File: config.mk
export PLATFORM = sky130hd
export DESIGN_NAME = gtv_ctrl
export DESIGN_NICKNAME = d
export VERILOG_FILES = /design/src/sv/gtv_pkg.sv /design/src/sv/gtv_ctrl.sv
export VERILOG_INCLUDE_DIRS = /design/src /design/src/sv
export SDC_FILE = /design/constraint.sdc
export NUM_CORES = 1
export LEC_CHECK = 0
export BUFFER_PORTS_ARGS = -buffer_cell sky130_fd_sc_hd__buf_2
export CAP_MARGIN = 15
export CORE_UTILIZATION = 52
export CTS_BUF_LIST = sky130_fd_sc_hd__clkbuf_4
export CTS_CLUSTER_SIZE = 12
export DETAILED_ROUTE_END_ITERATION = 10
export PLACE_DENSITY = 0.81
export REMOVE_ABC_BUFFERS = 1
export SYNTH_ARGS = -nofsm -noshare
export SYNTH_HDL_FRONTEND = slang
export SYNTH_SLANG_ARGS = --single-unit
export TNS_END_PERCENT = 20
File: constraint.sdc
create_clock -name i_clk -period 2.25 [get_ports i_clk]
set_input_delay 0.675 -clock i_clk [delete_from_list [all_inputs] [get_ports i_clk]]
set_output_delay 0.675 -clock i_clk [all_outputs]
set_load 0.005 [all_outputs]
File: src/sv/grid_total_variation_top_macros.svh
// assertion macros used by the grid total variation controller
`ifndef GRID_TOTAL_VARIATION_TOP_MACROS_SVH
`define GRID_TOTAL_VARIATION_TOP_MACROS_SVH
`ifndef SYNTHESIS
`define GTV_ASSERT_IMP(lbl, clk, rst_n, ante, cons, msg) \
    lbl: assert property (@(posedge clk) disable iff (!rst_n) (ante) |-> (cons)) \
        else $error(msg);
`define GTV_ASSERT_NXT(lbl, clk, rst_n, ante, cons, msg) \
    lbl: assert property (@(posedge clk) disable iff (!rst_n) (ante) |=> (cons)) \
        else $error(msg);
`else
`define GTV_ASSERT_IMP(lbl, clk, rst_n, ante, cons, msg)
`define GTV_ASSERT_NXT(lbl, clk, rst_n, ante, cons, msg)
`endif
`endif

File: src/sv/gtv_pkg.sv
// shared types, constants and helpers for the grid total variation block
package gtv_pkg;

    localparam logic [1:0] CFG_RADIAL  = 2'd0;
    localparam logic [1:0] CFG_LAT     = 2'd1;
    localparam logic [1:0] CFG_AZIMUTH = 2'd2;

    localparam int SUM_W  = 48;
    localparam int DVD_W  = 49;
    localparam int SQ_W   = 36;
    localparam int ROOT_W = 18;
    localparam int OUT_W  = 17;
    localparam int SQRT_STEPS = SQ_W / 2;

    typedef enum logic [1:0] {
        RD_BASE,
        RD_LAT,
        RD_AZ
    } t_rd_sel;

    typedef struct packed {
        logic    in_take;
        logic    rd_en;
        t_rd_sel rd_sel;
        logic    cap_base;
        logic    cap_lat;
        logic    cap_az;
        logic    dif;
        logic    mul;
        logic    sq_init;
        logic    sq_step;
        logic    acc;
        logic    wr;
        logic    adv;
        logic    tot1;
        logic    tot2;
        logic    div_init;
        logic    div_step;
        logic    out_load;
    } t_cmd;

    typedef struct packed {
        logic interior;
        logic last;
        logic out_free;
    } t_status;

    function automatic int eff_count(int v, int maxv);
        int res;
        if (v < 2) begin
            res = 2;
        end else if (v > maxv) begin
            res = maxv;
        end else begin
            res = v;
        end
        return res;
    endfunction

endpackage

File: src/sv/gtv_ctrl.sv
// controller: sequences reads, root steps, store write and mean division
`include "grid_total_variation_top_macros.svh"
module gtv_ctrl import gtv_pkg::*; (
    input  logic    i_clk,
    input  logic    i_rst_n,
    input  logic    i_in_valid,
    output logic    o_in_ready,
    input  t_status i_status,
    output t_cmd    o_cmd
);
    typedef enum logic [4:0] {
        S_IDLE, S_CHK, S_RB, S_RT, S_RP, S_CP, S_DIF, S_MUL, S_SQI, S_SQ,
        S_ACC, S_WR, S_T1, S_T2, S_DVI, S_DV, S_OUT
    } t_state;

    t_state r_state, n_state;
    logic [5:0] r_cnt, n_cnt;
    logic accept;

    assign o_in_ready = (r_state == S_IDLE);
    assign accept = i_in_valid && o_in_ready;

    always_comb begin
        o_cmd = '0;
        o_cmd.rd_sel = RD_BASE;
        n_state = r_state;
        n_cnt = r_cnt;
        case (r_state)
            S_IDLE: begin
                if (i_in_valid) begin
                    o_cmd.in_take = 1'b1;
                    n_state = S_CHK;
                end
            end
            S_CHK: n_state = i_status.interior ? S_RB : S_WR;
            S_RB: begin
                o_cmd.rd_en = 1'b1;
                n_state = S_RT;
            end
            S_RT: begin
                o_cmd.rd_en = 1'b1;
                o_cmd.rd_sel = RD_LAT;
                o_cmd.cap_base = 1'b1;
                n_state = S_RP;
            end
            S_RP: begin
                o_cmd.rd_en = 1'b1;
                o_cmd.rd_sel = RD_AZ;
                o_cmd.cap_lat = 1'b1;
                n_state = S_CP;
            end
            S_CP: begin
                o_cmd.cap_az = 1'b1;
                n_state = S_DIF;
            end
            S_DIF: begin
                o_cmd.dif = 1'b1;
                n_state = S_MUL;
            end
            S_MUL: begin
                o_cmd.mul = 1'b1;
                n_state = S_SQI;
            end
            S_SQI: begin
                o_cmd.sq_init = 1'b1;
                n_cnt = 6'(SQRT_STEPS - 1);
                n_state = S_SQ;
            end
            S_SQ: begin
                o_cmd.sq_step = 1'b1;
                n_cnt = r_cnt - 6'd1;
                if (r_cnt == '0) begin
                    n_state = S_ACC;
                end
            end
            S_ACC: begin
                o_cmd.acc = 1'b1;
                n_state = S_WR;
            end
            S_WR: begin
                o_cmd.wr = 1'b1;
                if (i_status.last) begin
                    n_state = S_T1;
                end else begin
                    o_cmd.adv = 1'b1;
                    n_state = S_IDLE;
                end
            end
            S_T1: begin
                o_cmd.tot1 = 1'b1;
                n_state = S_T2;
            end
            S_T2: begin
                o_cmd.tot2 = 1'b1;
                n_state = S_DVI;
            end
            S_DVI: begin
                o_cmd.div_init = 1'b1;
                n_cnt = 6'(DVD_W - 1);
                n_state = S_DV;
            end
            S_DV: begin
                o_cmd.div_step = 1'b1;
                n_cnt = r_cnt - 6'd1;
                if (r_cnt == '0) begin
                    n_state = S_OUT;
                end
            end
            S_OUT: begin
                // wait for the output register to free up
                if (i_status.out_free) begin
                    o_cmd.out_load = 1'b1;
                    o_cmd.adv = 1'b1;
                    n_state = S_IDLE;
                end
            end
            default: n_state = S_IDLE;
        endcase
    end

    always_ff @(posedge i_clk) begin
        if (!i_rst_n) begin
            r_state <= S_IDLE;
            r_cnt   <= '0;
        end else begin
            r_state <= n_state;
            r_cnt   <= n_cnt;
        end
    end

    `GTV_ASSERT_IMP(a_load_free, i_clk, i_rst_n, o_cmd.out_load, i_status.out_free, "result loaded over a pending beat")
    `GTV_ASSERT_NXT(a_accept_chk, i_clk, i_rst_n, accept, r_state == S_CHK, "accepted beat not checked")
    `GTV_ASSERT_NXT(a_div_done, i_clk, i_rst_n, (r_state == S_DV) && (r_cnt == '0), r_state == S_OUT, "divider did not finish")
    `GTV_ASSERT_IMP(a_wr_alone, i_clk, i_rst_n, o_cmd.wr, !o_cmd.rd_en && !o_cmd.acc, "store write overlaps a read")
endmodule

Word level (Yosys, flattened, before mapping)
Index checks and enable logic that the tools add are counted.
{"block": "word_totals", "output_inout_bits": 20, "register_bits": 11, "wordCells": 58}
{"block": "op_classes", "n_mux": 29, "n_addsub": 1, "n_eq_ne": 20, "reduce_logical": 6}
{"cell": "5-bit case mux with 17 select lines", "count": 1}
{"cell": "5-bit by 4-bit equality test with 1-bit output (second input constant)", "count": 8}
{"cell": "5-bit by 3-bit equality test with 1-bit output (second input constant)", "count": 4}
{"cell": "5-bit two-way mux", "count": 4}
{"cell": "1-bit two-way mux", "count": 19}
{"cell": "6-bit case mux with 3 select lines", "count": 1}
{"cell": "5-bit by 2-bit equality test with 1-bit output (second input constant)", "count": 2}
{"cell": "4-bit two-way mux", "count": 2}
{"cell": "2-bit inequality test (second input constant)", "count": 4}
{"cell": "6-bit logical NOT", "count": 1}
{"cell": "6-bit by 1-bit subtractor with 6-bit output (second input constant)", "count": 1}
{"cell": "5-bit by 1-bit equality test with 1-bit output (second input constant)", "count": 1}
{"cell": "5-bit equality test (second input constant)", "count": 1}
{"cell": "5-bit logical NOT", "count": 1}
{"cell": "2-bit case mux with 2 select lines", "count": 1}
{"cell": "4-bit AND reduction", "count": 1}
{"cell": "3-bit nonzero test", "count": 1}
{"cell": "3-bit OR reduction", "count": 1}
{"cell": "1-bit case mux with 2 select lines", "count": 1}
{"cell": "2-bit OR reduction", "count": 1}

Longest topological paths before layout
Gate-level depths: netlist (run 1).
{"block": "depth", "ltp_word": 3, "depth_mapped": 6, "depth_no_buf": 6}

Worst setup path after synthesis (run 1)
No wires, ideal clock.
{"block": "synth_path", "path_kind": "flip-flop to output port", "startpoint": "register r_state[1]", "endpoint": "output o_cmd[18] (netlist bit)", "path_buffers": 1, "t_arrival_ns": 1.266, "path_stages_with_launch": 5, "required_ns": 1.575, "path_slack_ns": 0.309, "cell_sequence": "dfxtp_1 > buf_2 > or3_1 > nor3_1 > and2_1"}
{"item": "from (decl)", "line": "gtv_ctrl.sv:16", "text": "t_state r_state, n_state;"}
{"item": "from (signal assigned)", "line": "gtv_ctrl.sv:126", "text": "r_state <= n_state;"}
{"item": "to (decl)", "line": "gtv_ctrl.sv:9", "text": "output t_cmd o_cmd"}

==> impl_metrics.ini, run 1 <==
[cts]
cts_tree = yes
clock-root-buffer = clkbuf_4
clk_path_buf_depth = 2
htree_levels = 1
clock_latency_ns = 0.28
cts_setup_buffers = 0
clkTransAtPathRegs_ns = 0.07
cts_buffers = 3
cts.sinks = 11

[placement]
port_buffers = 25
post-place-ws_ns = 0.245
dp.final_hpwl_um = 1680
gp_congestion = 0.849

[critical_path]
path_class = reg2out
required_ns = 1.57
r2r_slack_ns = 0.44
cp-start-kind = flop
cp.arrival_ns = 1.52
crit_path_max_fanout = 10
r2r_cells = 6
endpoint_kind = output port

[pwr]
leakage_nw = 0.480
power.density_nw_per_um2 = 718
pwr-share-comb_pct = 44.8
finalPower_w = 0.000753
power_frac_clock_pct = 20.3
pwr-share-seq_pct = 34.8
power.internal_w = 0.000455
irDropWorstVdd_mv = 0.541
swShare_pct = 39.5
p_switching_w = 0.000298

[logic_synthesis]
synth.avg_cell_area_um2 = 7.27
ys_seq_area_share_pct = 25.7
synth_top_cells_by_count = nor2_1 (14), nand2_1 (12), dfxtp_1 (11), nor3_1 (11), a21oi_1 (10)
synthArstFlopShare_pct = 0
synth_ff_type = dfxtp_1
yosysTopAreaCell = dfxtp_1
synth_top_area_share_pct = 25.7
yosysWarnings = 0
yosysMostFrequentCell = nor2_1
synth.distinct_cells = 41
synth-seq-cells = 11
netlist_area_um2 = 858
synth_area_leaders = dfxtp_1 (26%), nor3_1 (6.4%), nor2_1 (6.1%), a21oi_1 (5.8%), nand2_1 (5.2%)
synth_cells = 118
synth_edf_count = 0

[grt]
grt_max_degree = 15
grt-ovfl-total = 0
grt_pass1_wl_um = 3820
use_met2_pct = 44.2
grt_pass1_vias = 852
grtUsageMet1_pct = 35.3
grt_util_met3_pct = 5.17
grt_use_total_pct = 27.7
antenna_found_initial = 0
grt_busiest_layer = met2

[worst_hold_path]
hold_depth = 2
hold_path_class = reg2reg

[floorplanning]
rows = 14
dieArea_um2 = 1820
ios = 26
die_w_um = 42.6
coreArea_um2 = 1520
start_util_pct = 56.3
die_y_um = 42.6

[routing]
num_vias = 965
drc = 0
wirelength_um = 2270
first_iter_violations = 23
wire_per_inst_um = 14.1
drt-pass1-iter-count = 4
ant_nets = 0
via_per_inst = 5.99

[outcome]
status = completed

[sta]
layout_min_cycle_time_ns = 2.20
hold_violations = 0
slew_violations = 0
tightest_slew_ns = 0.570
slew-limit-headroom_pct = 61.5
finClkSkew_ns = 0.00153
finalCritPeriodShare_pct = 97.8
rsz0062_at_grt = yes
max_freq_mhz = 455
hold_slack_ns = 0.469
setup_tns_ns = 0
setup_viol = 0
setup_ws_ns = 0.0505

[cells_and_area]
syn2layout_area_growth_pct = 22.2
drive_above_1_share_pct = 31.0
utilization_pct = 68.8
final_nets = 154
nFillCells = 132
diodes = 0

[flow_run]
max_cap_viol_count = 0
worst max-delay path, cell delays in order, from the launching register on:
cell and delay [ns]:
dfxtp_4 0.38, or4_4 0.51, nor2_2 0.16, a21o_1 0.10, buf_2 0.10
worst paths after layout:
path	from	to
worst max-delay path	r_state[0]$_SDFFE_PN0P_	o_cmd[5]
worst min-delay path	r_cnt[1]$_SDFFE_PN0P_	r_cnt[1]$_SDFFE_PN0P_
worst max register to register	r_cnt[0]$_SDFFE_PN0P_	r_state[1]$_SDFFE_PN0P_
worst min register to register	r_cnt[1]$_SDFFE_PN0P_	r_cnt[1]$_SDFFE_PN0P_
cell families after synthesis:
family,count (synthesis),share of synthesized area [%]
DFF,11,25.7
AOI/OAI and AO/OA,27,20.7
buffers and inverters,12,6.85
xor gates and xnor gates,1,1.02
muxes,3,3.64
and+or+nand+nor,62,39.2
adders and majority gates,2,2.91
power groups by stage:
stage / registers, W / logic, W / clock network, W
2_1_floorplan: 0.000268 / 0.000222 / 0
3_3_place_gp: 0.000261 / 0.000318 / 0
3_5_place_dp: 0.000262 / 0.000329 / 0
4_1_cts: 0.000259 / 0.000330 / 0.000152
5_1_grt: 0.000267 / 0.000380 / 0.000164
6_report: 0.000262 / 0.000338 / 0.000153
layer usage:
| metal | wire length (um) | vias to the layer above |
|---|---|---|
| li1 | - | 476 |
| met1 | 1010 | 450 |
| met2 | 1120 | 35 |
| met3 | 106 | 4 |
| met4 | 38 | 0 |
| met5 | 0 | - |
state kept, by name (all words and copies together), names as in the netlist:
signal,cells
r_state,5
r_cnt,6
layout by cell type, fill, tap and decap left out, drive strengths merged, types with 3 or more instances in the layout:
master  instances
nor3           11
clkbuf          4
a21oi          10
nand2          12
nor2           14
nand2b          7
dfxtp          11
buf            30
nor2b           3
o21ai           3
inv             5
repair_timing:
action                                  in CTS  in global routing
endpoints found under the setup margin       2                  3
hold buffers                                 0                  0
gates resized for setup                      2                  5
stage by stage:
stage                     instances  area [um^2]
after floorplan                 111          818
after global placement          157         1000
after detailed placement        157         1000
after CTS                       161         1030
after global routing            161         1050
final                           161         1050
final cells by class:
| cell class | count | area (um^2) | area share [%] |
|---|---|---|---|
| Inverter | 5 | 18.8 | 1.79 |
| Tap cell | 16 | 20.0 | 1.91 |
| Timing Repair Buffer | 30 | 163 | 15.5 |
| Clock buffer | 4 | 30.0 | 2.86 |
| Multi-Input combinational cell | 95 | 592 | 56.4 |
| Sequential cell | 11 | 225 | 21.5 |
Note: power is estimated with default switching activity, not from simulation.
==> run 2, diff against run 1 <==
--- a/config.mk
+++ b/config.mk
@@ -8,11 +8,13 @@
 export LEC_CHECK = 0
 export BUFFER_PORTS_ARGS = -buffer_cell sky130_fd_sc_hd__buf_2
 export CAP_MARGIN = 15
-export CORE_UTILIZATION = 52
+export CELL_PAD_IN_SITES_DETAIL_PLACEMENT = 0
+export CELL_PAD_IN_SITES_GLOBAL_PLACEMENT = 1
+export CORE_UTILIZATION = 37
 export CTS_BUF_LIST = sky130_fd_sc_hd__clkbuf_4
 export CTS_CLUSTER_SIZE = 12
 export DETAILED_ROUTE_END_ITERATION = 10
-export PLACE_DENSITY = 0.81
+export PLACE_DENSITY_LB_ADDON = 0.1
 export REMOVE_ABC_BUFFERS = 1
 export SYNTH_ARGS = -nofsm -noshare
 export SYNTH_HDL_FRONTEND = slang
==> impl_metrics.ini, run 2 (synthesis gave the netlist of run 1 again) <==
[routing]
wire_per_inst_um = 12.8
drt-pass1-iter-count = 4
ant_nets = 0
num_vias = 946
wirelength_um = 2220
via_per_inst = 5.47
drc = 0
first_iter_violations = 18

[cells_and_area]
seq_area_um2 = 223
multi_input_area_um2 = 584
drive_above_1_share_pct = 29.0
final_cell_mix = buf_2 (25), nor2_1 (14), nand2_1 (12)
top_register = r_cnt
final_nets = 154
layout_commonest_cell = buf_2
final_area_um2 = 1050
top_regs = r_cnt (6), r_state (5)
largest_register_ffs = 6
syn2layout_area_growth_pct = 22.7
diodes = 0
fin_cells = 173
nFillCells = 231

[critical_path]
cp-start-kind = flop
path_class = reg2out
required_ns = 1.57
crit_path_max_fanout = 10
cp.arrival_ns = 1.51
endpoint_kind = output port
r2r_cells = 6

[cts]
clock_latency_ns = 0.28
cts_tree = yes
clock-root-buffer = clkbuf_4
cts_setup_buffers = 0
htree_levels = 1
cts_buffers = 3
clkTransAtPathRegs_ns = 0.07
clk_path_buf_depth = 2
cts.sinks = 11

[floorplanning]
die_y_um = 50.2
dieArea_um2 = 2520
die_w_um = 50.2
coreArea_um2 = 2190
rows = 17
ios = 26
start_util_pct = 39.2

[pwr]
leakage_nw = 0.476
irDropWorstVdd_mv = 0.348
power_frac_clock_pct = 20.2
pwr-share-comb_pct = 46.1
swShare_pct = 38.7
power.density_nw_per_um2 = 714
power.internal_w = 0.000461
pwr-share-seq_pct = 33.8
p_switching_w = 0.000291

[grt]
grt_pass1_vias = 829
grt-ovfl-total = 0
grt_pass1_wl_um = 3540
antenna_found_initial = 0
grt_use_total_pct = 18.5
grt_max_degree = 15

[sta]
setup_viol = 0
setup_ws_ns = 0.0606
slew-limit-headroom_pct = 69.0
finalCritPeriodShare_pct = 97.3
tightest_slew_ns = 0.462
layout_min_cycle_time_ns = 2.19
hold_violations = 0
finClkSkew_ns = 0.00301
slew_violations = 0
rsz0062_at_grt = no
setup_tns_ns = 0
max_freq_mhz = 457

[worst_hold_path]
hold_path_class = reg2reg
hold_depth = 2

[placement]
gp_congestion = 0.783
dpl-instance-area_um2 = 1020
port_buffers = 25
place_inst = 169
post-place-ws_ns = 0.276
dp.final_hpwl_um = 1670

[outcome]
status = completed

[flow_run]
max_cap_viol_count = 0
[run 2: cell type report]
cell class	count	area share, %
Clock buffer	4	2.85
Inverter	5	1.78
Multi-Input combinational cell	95	55.5
Sequential cell	11	21.1
Tap cell	28	3.33
Timing Repair Buffer	30	15.4
[run 2: metrics by stage]
step	util, %	hold WS [ns]	total power (W)
5_1_grt	48.1	0.504	0.000810
2_1_floorplan	-	0.445	0.000490
6_report	48.1	0.479	0.000752
3_3_place_gp	46.4	0.458	0.000593
4_1_cts	48.0	0.476	0.000755
3_5_place_dp	46.4	0.465	0.000598
[run 2: layer usage]
metal	global-route usage (%)	up-vias	part of all wire, %	wire length, um
met2	30.4	21	47	1040
met5	0	-	0	0
li1	-	476	-	-
met3	6.97	2	5.3	117
met4	4.29	0	0.32	7
met1	22.7	447	47	1050
[run 2: critical path, cell delays in order, from the launching register on]
cell	delay, ns
dfxtp_2	0.37
or4_4	0.51
nor2_1	0.16
a21o_1	0.10
buf_2	0.10
[run 2: worst paths after layout]
kind	slack, ns	from	end
max reg2reg	0.57	r_cnt[0]$_SDFFE_PN0P_	r_state[1]$_SDFFE_PN0P_
min	0.48	r_cnt[1]$_SDFFE_PN0P_	r_cnt[1]$_SDFFE_PN0P_
min reg2reg	0.48	r_cnt[1]$_SDFFE_PN0P_	r_cnt[1]$_SDFFE_PN0P_
max	0.06	r_state[0]$_SDFFE_PN0P_	o_cmd[5]
[run 2: power by group through the flow]
stage | logic (W) | clock network [W] | registers [W]
6_report | 0.000346 | 0.000152 | 0.000254
5_1_grt | 0.000388 | 0.000164 | 0.000258
4_1_cts | 0.000345 | 0.000156 | 0.000254
3_5_place_dp | 0.000341 | 0 | 0.000257
3_3_place_gp | 0.000337 | 0 | 0.000256
2_1_floorplan | 0.000222 | 0 | 0.000268
[run 2: what timing repair did]
| action | in CTS | in global routing |
|---|---|---|
| cloned | 0 | 0 |
| resized for setup | 2 | 1 |
| hold buffers | 0 | 0 |
| endpoints found under the setup margin | 1 | 1 |
| endpoints found under the hold margin | 0 | 0 |
==> run 3, diff against run 2 <==
--- a/config.mk
+++ b/config.mk
@@ -15,6 +15,7 @@
 export CTS_CLUSTER_SIZE = 12
 export DETAILED_ROUTE_END_ITERATION = 10
 export PLACE_DENSITY_LB_ADDON = 0.1
+export RECOVER_POWER = 100
 export REMOVE_ABC_BUFFERS = 1
 export SYNTH_ARGS = -nofsm -noshare
 export SYNTH_HDL_FRONTEND = slang
==> impl_metrics.ini, run 3 (synthesis gave the netlist of run 1 again) <==
[pwr]
power.density_nw_per_um2 = 716
power.internal_w = 0.000454
p_switching_w = 0.000290
power_frac_clock_pct = 20.3
irDropWorstVdd_mv = 0.346
pwr-share-seq_pct = 34.1
pwr-share-comb_pct = 45.6
swShare_pct = 38.9
leakage_nw = 0.438

[cts]
cts_buffers = 3
cts_resized = 2
clock_latency_ns = 0.27
clkTransAtPathRegs_ns = 0.07
cts.sinks = 11
cts-hold-fix-buffers = 0
cts_tree = yes
cts_setup_buffers = 0
htree_levels = 1
clk_path_buf_depth = 2
clock-root-buffer = clkbuf_4

[sta]
layout_min_cycle_time_ns = 2.18
finClkSkew_ns = 0.00349
tightest_slew_ns = 0.462
setup_viol = 0
setup_tns_ns = 0
max_freq_mhz = 458
slew_violations = 0
rsz0062_at_grt = no
slew-limit-headroom_pct = 69.0
finalCritPeriodShare_pct = 97.1
hold_violations = 0

[cells_and_area]
utilization_pct = 47.4
syn2layout_area_growth_pct = 21.0
diodes = 0
nFillCells = 236
final_nets = 154
top_regs = r_cnt (6), r_state (5)
drive_above_1_share_pct = 23.4
top_register = r_cnt
fin_cells = 173
final_cell_mix = nor2_1 (14), buf_2 (14), nand2_1 (12)
seq_area_um2 = 223
largest_register_ffs = 6
multi_input_area_um2 = 584

[critical_path]
required_ns = 1.57
path_class = reg2out
crit_path_max_fanout = 10
cp-start-kind = flop
cp.arrival_ns = 1.51
endpoint_kind = output port

[floorplanning]
die_w_um = 50.2
rows = 17
ios = 26
die_y_um = 50.2
dieArea_um2 = 2520
coreArea_um2 = 2190
start_util_pct = 39.2

[routing]
drc = 0
ant_nets = 0
drt-pass1-iter-count = 4
wire_per_inst_um = 12.8
wirelength_um = 2210
via_per_inst = 5.55
first_iter_violations = 12
num_vias = 961

[grt]
grt_pass1_vias = 829
grt_use_total_pct = 18.5
grt-ovfl-total = 0
grt_pass1_wl_um = 3540
antenna_found_initial = 0
grt_max_degree = 15

[flow_run]
max_cap_viol_count = 0

[worst_hold_path]
hold_path_class = reg2reg

[placement]
place_inst = 169
gp_congestion = 0.783
port_buffers = 25
dp.final_hpwl_um = 1670

[outcome]
status = completed
-- run 3: cell types whose count changed in the layout (fill, tap and decap cells not counted), sizes merged --
cell / change
buf: -12
clkbuf: +12
-- run 3: area by class of cell --
cell class                 instances  share of cell area, %
inverter                           5                   1.81
clock buffer                       4                   2.89
tap                               28                   3.37
sequential                        11                   21.4
timing repair buffer              30                   14.2
multi-input combinational         95                   56.3
-- run 3: worst paths after layout --
kind | startpoint | to | slack (ns) | cells after the start
max | r_state[0]$_SDFFE_PN0P_ | o_cmd[5] | 0.07 | 4
min reg2reg | r_cnt[1]$_SDFFE_PN0P_ | r_cnt[1]$_SDFFE_PN0P_ | 0.48 | 2
min | r_cnt[1]$_SDFFE_PN0P_ | r_cnt[1]$_SDFFE_PN0P_ | 0.48 | 2
max reg2reg | r_state[1]$_SDFFE_PN0P_ | r_cnt[4]$_SDFFE_PN0P_ | 0.54 | 5
-- run 3: worst max-delay path, stage by stage, from the launching register on --
cell	delay, ns
dfxtp_2	0.37
or4_4	0.51
nor2_1	0.16
a21o_1	0.10
buf_2	0.10
-- run 3: stage by stage --
| stage | instance area [um^2] | hold WS, ns | power (W) | setup WS [ns] |
|---|---|---|---|---|
| after CTS | 1050 | 0.476 | 0.000755 | 0.0485 |
| after detailed placement | 1020 | 0.465 | 0.000598 | 0.276 |
| after global placement | 1020 | 0.458 | 0.000593 | 0.326 |
| after global routing | 1040 | 0.504 | 0.000803 | 0.00476 |
| after floorplan | 818 | 0.445 | 0.000490 | 0.295 |
| final | 1040 | 0.478 | 0.000743 | 0.0654 |
-- run 3: routing by layer --
| metal | vias to the layer above | GRT usage (%) | part of all wire, % |
|---|---|---|---|
| li1 | 478 | - | - |
| met1 | 451 | 22.7 | 46 |
| met2 | 32 | 30.4 | 47 |
| met3 | 0 | 6.97 | 6.8 |
| met4 | 0 | 4.29 | 0 |
| met5 | - | 0 | 0 |
-- run 3: power by group through the flow --
stage	Combinational (W)	Sequential, W	Clock [W]
2_1_floorplan	0.000222	0.000268	0
3_3_place_gp	0.000337	0.000256	0
3_5_place_dp	0.000341	0.000257	0
4_1_cts	0.000345	0.000254	0.000156
5_1_grt	0.000381	0.000258	0.000164
6_report	0.000339	0.000254	0.000151
